$ cat config.mk
export PLATFORM = sky130hd
export DESIGN_NAME = radar_target_frame_parser
export DESIGN_NICKNAME = d
export VERILOG_FILES = /design/src/design/rtfp_pkg.sv /design/src/design/rtfp_target_decode.sv /design/src/design/radar_target_frame_parser.sv
export SDC_FILE = /design/constraint.sdc
export NUM_CORES = 1
export LEC_CHECK = 0
export BUFFER_PORTS_ARGS = -buffer_cell sky130_fd_sc_hd__buf_2
export CAP_MARGIN = 40
export CORE_ASPECT_RATIO = 0.9
export CORE_MARGIN = 2
export CORE_UTILIZATION = 35
export CTS_CLUSTER_DIAMETER = 50
export DETAILED_ROUTE_END_ITERATION = 8
export PLACE_DENSITY = 0.5
export SYNTH_ARGS = -nofsm -noshare
export SYNTH_HDL_FRONTEND = slang
export SYNTH_SLANG_ARGS = --single-unit
export TNS_END_PERCENT = 100
$ cat constraint.sdc
create_clock -name aclk -period 15.8 [get_ports aclk]
set_input_delay 3.16 -clock aclk [delete_from_list [all_inputs] [get_ports aclk]]
set_output_delay 3.16 -clock aclk [all_outputs]
set_load 0.02 [all_outputs]
$ cat src/design/rtfp_pkg.sv
// Types and constants of the radar target frame parser.
`default_nettype none

package rtfp_pkg;

    // Header sequence length and field geometry
    localparam int HDR_LEN     = 4;
    localparam int HDR_CNT_W   = 3;
    localparam int FIELD_W     = 16;
    localparam int OUT_SLOTS   = 3;
    localparam int SLOT_W      = 3 * FIELD_W;
    localparam int VCNT_W      = 2;
    localparam int VCNT_OFS    = OUT_SLOTS * SLOT_W;
    localparam int M_TDATA_W   = ((VCNT_OFS + VCNT_W + 7) / 8) * 8;
    localparam int S_TDATA_W   = 8;

    localparam logic [HDR_CNT_W-1:0] HDR_DONE = HDR_CNT_W'(HDR_LEN);

    // One decoded target
    typedef struct packed {
        logic signed [FIELD_W-1:0] x;
        logic signed [FIELD_W-1:0] y;
        logic signed [FIELD_W-1:0] speed;
    } target_t;

    // Expected header byte at each match position
    function automatic logic [7:0] hdr_byte(input logic [1:0] idx);
        logic [7:0] b;
        unique case (idx)
            2'd0:    b = 8'hAA;
            2'd1:    b = 8'hFF;
            2'd2:    b = 8'h03;
            2'd3:    b = 8'h00;
            default: b = 8'h00;
        endcase
        return b;
    endfunction

endpackage

`default_nettype wire

$ cat src/design/rtfp_target_decode.sv
// Validity check and sign-magnitude decode of one target record.
`default_nettype none

module rtfp_target_decode (
    input  wire logic [rtfp_pkg::FIELD_W-1:0] x_raw,
    input  wire logic [rtfp_pkg::FIELD_W-1:0] y_raw,
    input  wire logic [rtfp_pkg::FIELD_W-1:0] speed_raw,
    output rtfp_pkg::target_t                 target,
    output logic                              ok
);

    // Bit 15 set is positive, clear is negative; magnitude in the low bits
    function automatic logic [rtfp_pkg::FIELD_W-1:0] sm_decode(
        input logic [rtfp_pkg::FIELD_W-1:0] raw
    );
        logic [rtfp_pkg::FIELD_W-1:0] mag;
        mag = {1'b0, raw[rtfp_pkg::FIELD_W-2:0]};
        return raw[rtfp_pkg::FIELD_W-1] ? mag : (~mag + 1'b1);
    endfunction

    assign ok = (x_raw != '0) && (y_raw != '0);

    // Invalid targets pass raw words through
    always_comb begin
        if (ok) begin
            target.x     = sm_decode(x_raw);
            target.y     = sm_decode(y_raw);
            target.speed = sm_decode(speed_raw);
        end else begin
            target.x     = x_raw;
            target.y     = y_raw;
            target.speed = speed_raw;
        end
    end

endmodule

`default_nettype wire

$ cat src/design/radar_target_frame_parser.sv
// Radar target frame parser: header hunt, payload capture and target decode.
//
// Input channel s_*: one serial byte per item on s_tdata[7:0].
// Output channel m_*: one item per completed frame carrying three decoded
// targets and the count of valid targets.
// The parser hunts for the header AA FF 03 00 (a mismatch clears the match
// and the byte is not rechecked), then collects TARGET_SLOTS * RECORD_BYTES
// payload bytes in a shift line. On the last payload byte the whole frame is
// decoded in the same cycle and written to the output register.
// Throughput: one byte per cycle, save for the stall below. Latency: the result item is
// valid in the cycle after the last payload byte is accepted. The rate is set by
// the single decode pass between the byte shift line and the output register.
// Stall: while a result waits on m_tready, header and payload bytes keep being
// accepted; only the last payload byte of the next frame is held off until
// the waiting result has been taken.
// Reset: aresetn low clears the header and payload counters and drops
// m_tvalid; the payload shift line is not cleared, as every byte of it is
// rewritten before a frame is decoded.
`default_nettype none

module radar_target_frame_parser #(
    parameter int TARGET_SLOTS = 3,
    parameter int RECORD_BYTES = 8
) (
    input  wire logic                               aclk,
    input  wire logic                               aresetn,
    // s_tdata: [7:0] rx_byte
    input  wire logic                               s_tvalid,
    output logic                                    s_tready,
    input  wire logic [rtfp_pkg::S_TDATA_W-1:0]     s_tdata,
    // m_tdata: [15:0] t0_x_mm, [31:16] t0_y_mm, [47:32] t0_speed_cms,
    //          [63:48] t1_x_mm, [79:64] t1_y_mm, [95:80] t1_speed_cms,
    //          [111:96] t2_x_mm, [127:112] t2_y_mm, [143:128] t2_speed_cms,
    //          [145:144] valid_count, [151:146] zero
    output logic                                    m_tvalid,
    input  wire logic                               m_tready,
    output logic [rtfp_pkg::M_TDATA_W-1:0]          m_tdata
);

    localparam int FRAME_BYTES = TARGET_SLOTS * RECORD_BYTES;
    localparam int STORE_BYTES = FRAME_BYTES - 1;
    localparam int CNT_W       = $clog2(FRAME_BYTES);
    // sum is never narrower than the count field
    localparam int SUM_W       = ($clog2(TARGET_SLOTS + 1) > rtfp_pkg::VCNT_W) ?
                                 $clog2(TARGET_SLOTS + 1) : rtfp_pkg::VCNT_W;
    localparam int FW          = rtfp_pkg::FIELD_W;

    logic [rtfp_pkg::HDR_CNT_W-1:0] hdr_cnt_reg, hdr_cnt_next;
    logic [CNT_W-1:0]               pay_cnt_reg, pay_cnt_next;
    logic [7:0]                     store_reg [STORE_BYTES];
    logic [7:0]                     store_next [STORE_BYTES];
    logic                           m_tvalid_reg, m_tvalid_next;
    logic [rtfp_pkg::M_TDATA_W-1:0] m_tdata_reg, m_tdata_next;

    logic                           hunting;
    logic                           frame_last;
    logic                           s_accept;
    logic                           hdr_match;
    logic [7:0]                     frame_byte [FRAME_BYTES];
    rtfp_pkg::target_t              target [TARGET_SLOTS];
    logic [TARGET_SLOTS-1:0]        target_ok;
    rtfp_pkg::target_t              out_target [rtfp_pkg::OUT_SLOTS];
    logic [SUM_W-1:0]               ok_sum;
    logic [rtfp_pkg::VCNT_W-1:0]    valid_count;

    // Frame progress
    assign hunting    = (hdr_cnt_reg != rtfp_pkg::HDR_DONE);
    assign frame_last = !hunting && (pay_cnt_reg == CNT_W'(FRAME_BYTES - 1));
    assign hdr_match  = (s_tdata == rtfp_pkg::hdr_byte(hdr_cnt_reg[1:0]));

    // Only the frame-closing byte waits for the output register
    assign s_tready = !(frame_last && m_tvalid_reg && !m_tready);
    assign s_accept = s_tvalid && s_tready;

    // Frame view: stored bytes plus the byte arriving now in the top slot
    genvar k;
    generate
        for (k = 0; k < FRAME_BYTES; k++) begin : g_frame
            if (k < STORE_BYTES) begin : g_stored
                assign frame_byte[k] = store_reg[k];
            end else begin : g_live
                assign frame_byte[k] = s_tdata;
            end
        end
    endgenerate

    // Per-target decode
    genvar s;
    generate
        for (s = 0; s < TARGET_SLOTS; s++) begin : g_slot
            rtfp_target_decode u_dec (
                .x_raw     ({frame_byte[s*RECORD_BYTES + 1], frame_byte[s*RECORD_BYTES + 0]}),
                .y_raw     ({frame_byte[s*RECORD_BYTES + 3], frame_byte[s*RECORD_BYTES + 2]}),
                .speed_raw ({frame_byte[s*RECORD_BYTES + 5], frame_byte[s*RECORD_BYTES + 4]}),
                .target    (target[s]),
                .ok        (target_ok[s])
            );
        end
        for (s = 0; s < rtfp_pkg::OUT_SLOTS; s++) begin : g_out
            if (s < TARGET_SLOTS) begin : g_used
                assign out_target[s] = target[s];
            end else begin : g_empty
                assign out_target[s] = '0;
            end
        end
    endgenerate

    // Valid target count, saturated to the field width
    always_comb begin
        ok_sum = '0;
        for (int i = 0; i < TARGET_SLOTS; i++) begin
            ok_sum = ok_sum + SUM_W'(target_ok[i]);
        end
        if (ok_sum > SUM_W'(3)) begin
            valid_count = 2'd3;
        end else begin
            valid_count = ok_sum[rtfp_pkg::VCNT_W-1:0];
        end
    end

    // Result word packing
    always_comb begin
        m_tdata_next = '0;
        for (int i = 0; i < rtfp_pkg::OUT_SLOTS; i++) begin
            m_tdata_next[i*rtfp_pkg::SLOT_W +: FW]          = out_target[i].x;
            m_tdata_next[i*rtfp_pkg::SLOT_W + FW +: FW]     = out_target[i].y;
            m_tdata_next[i*rtfp_pkg::SLOT_W + 2*FW +: FW]   = out_target[i].speed;
        end
        m_tdata_next[rtfp_pkg::VCNT_OFS +: rtfp_pkg::VCNT_W] = valid_count;
    end

    // Payload shift line
    always_comb begin
        for (int i = 0; i < STORE_BYTES - 1; i++) begin
            store_next[i] = store_reg[i+1];
        end
        store_next[STORE_BYTES-1] = s_tdata;
    end

    // Counter and output-valid updates
    always_comb begin
        hdr_cnt_next  = hdr_cnt_reg;
        pay_cnt_next  = pay_cnt_reg;
        m_tvalid_next = m_tvalid_reg && !m_tready;
        if (s_accept) begin
            priority if (hunting) begin
                hdr_cnt_next = hdr_match ? hdr_cnt_reg + 1'b1 : '0;
            end else if (frame_last) begin
                hdr_cnt_next  = '0;
                pay_cnt_next  = '0;
                m_tvalid_next = 1'b1;
            end else begin
                pay_cnt_next = pay_cnt_reg + 1'b1;
            end
        end
    end

    // Control registers
    always_ff @(posedge aclk) begin
        if (!aresetn) begin
            hdr_cnt_reg  <= '0;
            pay_cnt_reg  <= '0;
            m_tvalid_reg <= 1'b0;
        end else begin
            hdr_cnt_reg  <= hdr_cnt_next;
            pay_cnt_reg  <= pay_cnt_next;
            m_tvalid_reg <= m_tvalid_next;
        end
    end

    // Payload and result registers
    always_ff @(posedge aclk) begin
        if (s_accept && !hunting && !frame_last) begin
            store_reg <= store_next;
        end
        if (s_accept && frame_last) begin
            m_tdata_reg <= m_tdata_next;
        end
    end

    assign m_tvalid = m_tvalid_reg;
    assign m_tdata  = m_tdata_reg;

endmodule

`default_nettype wire

==> results of run 1 <==
[layout by cell type (no fill, tap or decap), types with 4 or more instances in the layout]
| cell type | n |
|---|---|
| nor4_1 | 22 |
| or3_1 | 17 |
| nand2b_1 | 5 |
| o21ai_0 | 18 |
| edfxtp_1 | 330 |
| a221oi_2 | 4 |
| o31ai_1 | 17 |
| clkinv_1 | 6 |
| nand2_1 | 42 |
| o21ai_1 | 6 |
| and3_1 | 4 |
| conb_1 | 6 |
| buf_4 | 8 |
| nor3_1 | 78 |
| inv_6 | 7 |
| or4_1 | 5 |
| ha_1 | 13 |
| nor4_2 | 4 |
| nand3_1 | 11 |
| clkinv_2 | 5 |
| or4_4 | 6 |
| bufinv_16 | 4 |
| o31ai_2 | 4 |
| xnor2_1 | 54 |
| a21o_1 | 6 |
| nor3_2 | 8 |
| clkinvlp_4 | 4 |
| buf_2 | 159 |
| xor2_1 | 65 |
| dfxtp_1 | 9 |
| clkbuf_1 | 5 |
| inv_1 | 23 |
| and2_1 | 7 |
| nor3b_1 | 6 |
| nor2_1 | 33 |
| clkbuf_16 | 45 |
| a211oi_1 | 22 |
[worst reg2reg max path: cells and delay by family (launching register included)]
kind,cells,cell delay [ns]
compound gates,1,0.57
fa+ha+maj,2,0.58
buf+inv,3,0.41
flops,1,0.45
simple gates,2,0.89
[final timing paths]
check / startpoint / to / slack [ns] / depth (start not counted)
setup / recovery: m_tready / s_tready / 8.69 / 5
hold / removal: frame_byte[73] / frame_byte[81] / 0.42 / 0
setup reg to reg: frame_byte[57] / m_tdata[144] / 12.76 / 8
hold reg to reg: frame_byte[73] / frame_byte[81] / 0.42 / 0
[area by class of cell]
class	instances	area, um2
clock inverters	29	290
clock buffers	50	1140
multi-input cells	511	3630
repair buffers	170	926
inverters	23	86.3
fillers	3630	22600
well taps	532	666
flip-flops and latches	339	10100
[per-layer routing]
layer	up-vias	wire length [um]	GRT usage
li1	3819	-	-
met1	3889	13200	0.188
met2	176	13500	0.219
met3	50	1470	0.0384
met4	0	670	0.0445
met5	-	0	0
[cell families (layout without fill, tap and decap cells)]
group,after synthesis,count (layout)
buffers and inverters,54,272
DFF,339,339
and+or+nand+nor,272,272
other,1,6
xor gates and xnor gates,119,119
AOI/OAI and AO/OA,94,94
muxes,6,6
adders and majority gates,14,14
[report_power, final]
part           internal [mW]  total [mW]  switching (mW)
logic                0.00157     0.00460         0.00303
clock network          0.592       0.982           0.390
registers              0.971       0.971      0.00000574
[stage by stage]
step                hold slack [ns]  power, mW  std cells   util  instance area, um2
floorplan                     0.400      0.994        904      -               14000
global placement              0.401      0.995       1571  0.388               15300
detailed placement            0.405      0.995       1575  0.390               15400
CTS                           0.414       1.99       1654  0.427               16800
global route                  0.421       2.02       1654  0.427               16800
finish                        0.416       1.96       1654  0.427               16800
==> reports/summary.txt, run 1 <==
layout cell share with drive strength beyond 1 -> 0.250
CTS resizes -> 0
mux cell area share after synthesis -> 0.00520
compound-cell area share of the yosys netlist -> 0.0517
final setup margin -> 8.69 ns
Worst path max stage delay -> 0.25 ns
CP Data Required Time -> 12.64 ns
Setup TNS Final -> 0 ns
max_slew headroom -> 0.392
vias in the first global route -> 7973
Yosys reg bits -> 339
Cell Rows -> 69
GRT overflow -> 0
mean post-synth cell area -> 15.5 um2
wire per inst -> 17.5 um
final WL -> 28900 um
Post-DRT Antenna Nets -> 0
Peak VDD IR -> 0.0681 mV
Max Root-Sink Buffers -> 3
1st-pass router iterations -> 5
Hold WC Path Type -> reg -> reg
Layout Nets -> 1114
postcts setup bufs -> 0
chip width -> 215 um
Core Area -> 39500 um2
CP Class -> in -> out
Detail Placement HPWL -> 19200 um
Antenna diodes -> 0
period utilization -> 0.450
Worst Tran Pin Value -> 0.913 ns
initial antenna violation count -> 0
Commonest cells post-synth -> edfxtp_1 (330), nor3_1 (79), xor2_1 (65), xnor2_1 (54), nand2_1 (42)
Top Ports -> 166
post-synthesis adder-cell area fraction -> 0.0131
port bufs -> 159
register area share after synthesis -> 0.722
Total GRT Usage -> 0.140
RSZ-0062 raised after global routing -> no
DRC Markers -> 0
Clock Sinks -> 339
worst path bufs/invs -> 2
max capacitance violation total -> 0
WP data arrival -> 3.95 ns
number of flops mapped to enable cells by yosys -> 330
critical path peak fanout -> 4
Yosys top cell area share -> 0.709
Placement Setup Slack -> 8.70 ns
routability-driven placement congestion ratio -> 0.756
Synth area leaders -> edfxtp_1 (71%), xor2_1 (4.1%), xnor2_1 (3.4%), nor3_1 (2.8%), dfxtp_1 (1.3%)
largest net degree at the start of global routing -> 70
Leak -> 5.70 nW
Pwr Density -> 116 nW/um2
CP max-delay cell -> nor2_1
htree depth -> 2
first-iteration detailed-routing DRC count -> 525
Post-Synth Simple-Gate Area -> 0.113
Peak Freq -> 0.141 GHz
most common cell in the netlist -> edfxtp_1
Yosys cell types -> 61
die height -> 194 um
Pins Over Slew Limit -> 0
first-pass GRT wire length -> 45600 um
Synth area leader -> edfxtp_1
final hold vios -> 0
max FFs per register -> 184
CP Cell Sequence -> buf_2 > nand2b_1 > nor2_1 > nand3_1 > buf_2
Worst path most repeated cell -> buf_2
# hold bufs at CTS -> 0
Clk pin slew, worst setup/hold paths -> 0.06 ns
ys flop type -> edfxtp_1
clk_lat worst skew -> 0.56 ns
area delta synth->final -> 20.5%
Critical Path Start Type -> primary input
CTS Root Cell -> clkbuf_16
initial core utilization -> 0.354
vias -> 7934
Netlist Area Pre-Place -> 14000 um2
Via-to-Cell Ratio -> 4.80
Period minus WS final -> 7.11 ns
TritonCTS Buffers -> 43
XOR/XNOR share of the synthesized area -> 0.0746
CP Capture Type -> primary output
Yosys warnings -> 0
largest family of logic cells by synthesized area -> simple AND/OR/NAND/NOR gates
share of flip-flops with an asynchronous set or reset -> 0
TritonCTS clock tree -> yes
cells after synthesis -> 899
Die ar. -> 41500 um2
cell family with most CP delay -> simple AND/OR/NAND/NOR gates
worst clock skew -> 0.0197 ns
run status -> complete, no violations
# setup viols final -> 0
Note: power is estimated with default switching activity, not from simulation.
==> inputs of run 2 (changes only) <==
--- a/config.mk
+++ b/config.mk
@@ -12,7 +12,7 @@
 export CORE_UTILIZATION = 35
 export CTS_CLUSTER_DIAMETER = 50
 export DETAILED_ROUTE_END_ITERATION = 8
-export PLACE_DENSITY = 0.5
+export PLACE_DENSITY = 0.51
 export SYNTH_ARGS = -nofsm -noshare
 export SYNTH_HDL_FRONTEND = slang
 export SYNTH_SLANG_ARGS = --single-unit
==> constraint.sdc (replaced) <==
create_clock -name aclk -period 6.05 [get_ports aclk]
set_input_delay 1.21 -clock aclk [delete_from_list [all_inputs] [get_ports aclk]]
set_output_delay 1.21 -clock aclk [all_outputs]
set_load 0.02 [all_outputs]
==> reports/summary.txt, run 2 (synthesis results as in run 1) <==
run status -> complete, no violations
Peak Freq -> 0.298 GHz
TritonCTS clock tree -> yes
Setup TNS Final -> 0 ns (unchanged)
# hold bufs at CTS -> 0 (unchanged)
1st-pass router iterations -> 5 (unchanged)
Period minus WS final -> 3.35 ns
final WL -> 28800 um (-0.20%)
Hold WC Path Type -> reg -> reg
Layout Nets -> 1107 (-0.63%)
area delta synth->final -> 19.1%
Clk pin slew, worst setup/hold paths -> 0.06 ns (about the same)
Cell Rows -> 69 (unchanged)
period utilization -> 0.554
Die ar. -> 41500 um2 (unchanged)
critical path peak fanout -> 4 (unchanged)
Core Area -> 39500 um2 (unchanged)
Via-to-Cell Ratio -> 4.81 (+0.25%)
CP Cell Sequence -> buf_2 > nand2b_1 > nor2_1 > nand3_1 > buf_2
cell family with most CP delay -> simple AND/OR/NAND/NOR gates
filler instances -> 3629 (-0.028%)
Post-DRT Antenna Nets -> 0 (unchanged)
htree depth -> 2 (unchanged)
Worst Tran Pin Value -> 1.30 ns (+0.388 ns)
postcts setup bufs -> 0 (unchanged)
wire per inst -> 17.6 um (+0.53%)
clk_lat worst skew -> 0.53 ns (-0.03 ns)
Total GRT Usage -> 0.138 (-0.00181)
initial antenna violation count -> 0 (unchanged)
Top Ports -> 166 (unchanged)
# setup viols final -> 0 (unchanged)
Clock Sinks -> 339 (unchanged)
RSZ-0062 raised after global routing -> no
Placement Setup Slack -> 2.70 ns (-6.00 ns)
max FFs per register -> 184 (unchanged)
max capacitance violation total -> 0 (unchanged)
WP data arrival -> 2.14 ns (-1.81 ns)
vias in the first global route -> 7827 (-1.8%)
worst clock skew -> 0.0113 ns (-0.00842 ns)
Critical Path Start Type -> primary input
first-pass GRT wire length -> 45300 um (-0.63%)
die height -> 194 um (unchanged)
Peak VDD IR -> 0.172 mV (+150%)
layout cell share with drive strength beyond 1 -> 0.237 (-0.0126)
max_slew headroom -> 0.133 (-0.259)
DRC Markers -> 0 (unchanged)
final hold vios -> 0 (unchanged)
CTS resizes -> 0 (unchanged)
final setup margin -> 2.70 ns (-5.99 ns)
commonest non-fill, non-tap cells in the layout -> edfxtp_1 (330), buf_2 (159), nor3_1 (78)
GRT overflow -> 0 (unchanged)
Antenna diodes -> 0 (unchanged)
Pins Over Slew Limit -> 0 (unchanged)
initial core utilization -> 0.354 (unchanged)
first-iteration detailed-routing DRC count -> 463 (-12%)
chip width -> 215 um (unchanged)
worst path bufs/invs -> 2 (unchanged)
CP Class -> in -> out
port bufs -> 159 (unchanged)
CP Capture Type -> primary output
CTS Root Cell -> clkbuf_16
largest net degree at the start of global routing -> 186 (+170%)
Detail Placement HPWL -> 18900 um (-1.4%)
routability-driven placement congestion ratio -> 0.787 (+4.0%)
Worst path max stage delay -> 0.35 ns (+0.10 ns)
Pwr Density -> 292 nW/um2 (+150%)
CP Data Required Time -> 4.84 ns (-7.80 ns)
Worst path most repeated cell -> buf_2
leading cell type in the layout, fill and taps excluded -> edfxtp_1
TritonCTS Buffers -> 41 (-4.7%)
Leak -> 5.59 nW (-1.9%)
vias -> 7896 (-0.48%)
CP max-delay cell -> nor2_1
Max Root-Sink Buffers -> 3 (unchanged)
-- run 2: changes by cell type in the layout (fill, tap and decap cells not counted) --
| cell | before | now |
|---|---|---|
| clkinvlp_4 | 4 | 2 |
| buf_16 | 2 | 0 |
| clkinv_2 | 5 | 3 |
| clkinv_1 | 6 | 8 |
| inv_6 | 7 | 2 |
| clkbuf_1 | 5 | 8 |
| bufinv_16 | 4 | 2 |
| nor3_4 | 1 | 2 |
| nor3_2 | 8 | 7 |
| buf_12 | 0 | 2 |
| buf_4 | 8 | 3 |
| inv_8 | 2 | 0 |
| clkinv_4 | 1 | 4 |
| clkbuf_16 | 45 | 43 |
-- run 2: layer usage --
layer / GRT usage / share of wire
met3: 0.0329 / 0.051
met4: 0.0396 / 0.022
met5: 0 / 0
met1: 0.189 / 0.46
met2: 0.218 / 0.47
-- run 2: per-stage QoR --
| step | total power, mW | util | instance area (um2) | cells | hold WS [ns] |
|---|---|---|---|---|---|
| 2_1_floorplan | 2.59 | - | 14000 | 904 | 0.400 |
| 6_report | 4.86 | 0.422 | 16600 | 1642 | 0.411 |
| 4_1_cts | 4.94 | 0.422 | 16600 | 1642 | 0.411 |
| 5_1_grt | 5.04 | 0.422 | 16600 | 1642 | 0.421 |
| 3_5_place_dp | 2.60 | 0.389 | 15400 | 1570 | 0.405 |
| 3_3_place_gp | 2.60 | 0.389 | 15300 | 1568 | 0.401 |
-- run 2: cell type report --
type / count / area, um2 / area share
inverters: 23 / 86.3 / 0.00519
clock buffers: 51 / 1110 / 0.0665
repair buffers: 165 / 873 / 0.0525
multi-input cells: 511 / 3640 / 0.219
well taps: 532 / 666 / 0.0400
flip-flops and latches: 339 / 10100 / 0.607
clock inverters: 21 / 173 / 0.0104
-- run 2: path summary, 6_finish.rpt --
check,startpoint,endpoint,slack [ns],cells after the start
worst max-delay path,m_tready,s_tready,2.70,5
worst min register to register,frame_byte[11],frame_byte[19],0.41,0
worst max register to register,frame_byte[105],m_tdata[144],3.11,7
worst min-delay path,frame_byte[11],frame_byte[19],0.41,0
-- run 2: where the power goes --
group	switching, mW	leakage, nW	internal, mW	total [mW]
Combinational	0.00801	1.94	0.00410	0.0121
Sequential	0.0000173	3.03	2.54	2.54
Clock	0.931	0.618	1.38	2.31
==> inputs of run 3 (changes only) <==
--- a/config.mk
+++ b/config.mk
@@ -12,7 +12,7 @@
 export CORE_UTILIZATION = 35
 export CTS_CLUSTER_DIAMETER = 50
 export DETAILED_ROUTE_END_ITERATION = 8
-export PLACE_DENSITY = 0.51
+export PLACE_DENSITY = 0.5
 export SYNTH_ARGS = -nofsm -noshare
 export SYNTH_HDL_FRONTEND = slang
 export SYNTH_SLANG_ARGS = --single-unit
==> constraint.sdc (replaced) <==
create_clock -name aclk -period 3.1 [get_ports aclk]
set_input_delay 0.62 -clock aclk [delete_from_list [all_inputs] [get_ports aclk]]
set_output_delay 0.62 -clock aclk [all_outputs]
set_load 0.02 [all_outputs]
==> reports/summary.txt, run 3 (synthesis results as in run 1) <==
worst path bufs/invs -> 2 (unchanged)
port bufs -> 159 (unchanged)
Peak Freq -> 0.389 GHz
initial core utilization -> 0.354 (unchanged)
max_slew headroom -> 0.385 (+0.252)
critical path peak fanout -> 29 (+25)
final hold vios -> 0 (unchanged)
reg2reg setup slack -> 0.53 ns (-2.58 ns)
first-iteration detailed-routing DRC count -> 444 (-4.1%)
RSZ-0062 raised after global routing -> no
TritonCTS Buffers -> 41 (unchanged)
Cell Rows -> 69 (unchanged)
Non-Filler Instances -> 1657 (+0.91%)
chip width -> 215 um (unchanged)
initial antenna violation count -> 1 (+1)
WP data arrival -> 2.85 ns (+0.71 ns)
Critical Path Start Type -> flop
CTS Root Cell -> clkbuf_16
Net Sw Frac -> 0.196 (+0.00252)
CP Launch Point -> frame_byte[184]
Critical R2R Launch -> frame_byte[184]
Critical Path Stages -> 8 (+3)
area delta synth->final -> 21.0%
postcts setup bufs -> 0 (unchanged)
net switching power -> 1.91 mW (+100%)
Pwr Density -> 577 nW/um2 (+97%)
Core Area -> 39500 um2 (unchanged)
Peak VDD IR -> 0.311 mV (+81%)
1st-pass router iterations -> 5 (unchanged)
Worst path max stage delay -> 0.51 ns (+0.16 ns)
CP max-delay cell -> or3b_2
largest net degree at the start of global routing -> 68 (-63%)
CP Capture Type -> flop
first-pass GRT wire length -> 45200 um (-0.32%)
CP Class -> reg -> reg
Total GRT Usage -> 0.138 (+0.000138)
layout cell share with drive strength beyond 1 -> 0.261 (+0.0237)
run status -> complete, no violations
Pins Over Slew Limit -> 0 (unchanged)
vias -> 7977 (+1.0%)
commonest non-fill, non-tap cells in the layout -> edfxtp_1 (330), buf_2 (159), nor3_1 (78)
CP Cell Sequence -> inv_1 > ha_1 > or3b_2 > nor3_2 > a22o_2 > buf_12 > nor2_1 > mux2_1
# setup viols final -> 0 (unchanged)
Fin Hold WS -> 0.297 ns (-0.114 ns)
Hold WC Path Type -> in -> reg
max FFs per register -> 184 (unchanged)
CTS resizes -> 0 (unchanged)
internal power -> 7.85 mW (+100%)
CP Data Required Time -> 3.38 ns (-1.46 ns)
worst reg2reg path depth -> 8 (+1)
vias in the first global route -> 7802 (-0.32%)
final WL -> 29100 um (+0.89%)
Logic pwr share -> 0.003 (about the same)
Setup crit end -> m_tdata[33]
Die ar. -> 41500 um2 (unchanged)
GRT overflow -> 0 (unchanged)
Reg-to-Reg End -> m_tdata[33]
Layout Nets -> 1117 (+0.90%)
# hold bufs at CTS -> 0 (unchanged)
Via-to-Cell Ratio -> 4.81 (+0.11%)
Hold Startpoint -> s_tdata[4]
Clock Sinks -> 339 (unchanged)
Period minus WS final -> 2.57 ns
placed insts -> 1580 (+0.64%)
cell family with most CP delay -> simple AND/OR/NAND/NOR gates
die height -> 194 um (unchanged)
leading cell type in the layout, fill and taps excluded -> edfxtp_1
Clock power frac -> 0.490 (+0.014)
sequential power share -> 0.508 (-0.014)
Leak -> 5.72 nW (+2.2%)
Max Root-Sink Buffers -> 3 (unchanged)
htree depth -> 2 (unchanged)
clk_lat worst skew -> 0.54 ns (about the same)
TritonCTS clock tree -> yes
routability-driven placement congestion ratio -> 0.766 (-2.6%)
DRC Markers -> 0 (unchanged)
wire per inst -> 17.6 um (about the same)
Top Ports -> 166 (unchanged)
worst clock skew -> 0.0169 ns (+0.00565 ns)
Post-DRT Antenna Nets -> 0 (unchanged)
period utilization -> 0.828
Clk pin slew, worst setup/hold paths -> 0.06 ns (about the same)
max capacitance violation total -> 0 (unchanged)
Worst Tran Pin Value -> 0.922 ns (-0.378 ns)
Detail Placement HPWL -> 19400 um (+2.5%)
## run 3: cell count changes in the layout (fill, tap and decap cells not counted), sizes merged
cell	delta
diode	+1
inv	+4
bufinv	+2
buf	+10
clkinv	+3
clkinvlp	+1
clkbuf	-6
## run 3: area by class of cell
class | instances | area (um2)
antenna | 1 | 2.50
clock buffer | 45 | 1080
clock inverter | 31 | 290
fill | 3663 | 22600
inverter | 23 | 86.3
multi-input combinational | 511 | 3690
sequential | 339 | 10100
tap | 532 | 666
timing repair buffer | 175 | 991
## run 3: per-layer routing
metal,track usage,vias to the layer above,wire [um]
li1,-,3843,-
met1,0.192,3873,13400
met2,0.212,212,13200
met3,0.0346,49,1740
met4,0.0448,0,677
met5,0,-,0
## run 3: power by group through the flow
stage	logic [mW]	clock network (mW)	registers [mW]
after floorplan	0.0175	0	5.05
after CTS	0.0248	4.93	4.95
after detailed placement	0.0247	0	5.05
after global routing	0.0268	5.13	4.95
after global placement	0.0244	0	5.05
final	0.0248	4.78	4.95
## run 3: how the worst min path moves through the flow
stage                       to  slack, ns  depth (start not counted)
6_report        frame_byte[12]       0.30                          1
5_1_grt         frame_byte[11]       0.28                          1
4_1_cts         frame_byte[15]       0.26                          1
3_5_place_dp   frame_byte[143]       0.40                          0
3_3_place_gp    frame_byte[84]       0.40                          0
2_1_floorplan  frame_byte[136]       0.40                          0
## run 3: per-stage QoR
| stage | cell area [um2] | total power, mW | setup TNS [ns] | setup WS [ns] | utilization |
|---|---|---|---|---|---|
| floorplan | 14100 | 5.06 | -388.58 | -1.63 | - |
| detailed placement | 15500 | 5.07 | 0 | 0.550 | 0.394 |
| global route | 16900 | 10.1 | 0 | 0.278 | 0.428 |
| global placement | 15500 | 5.07 | 0 | 0.591 | 0.394 |
| finish | 16900 | 9.75 | 0 | 0.532 | 0.428 |
| CTS | 16900 | 9.90 | 0 | 0.519 | 0.428 |
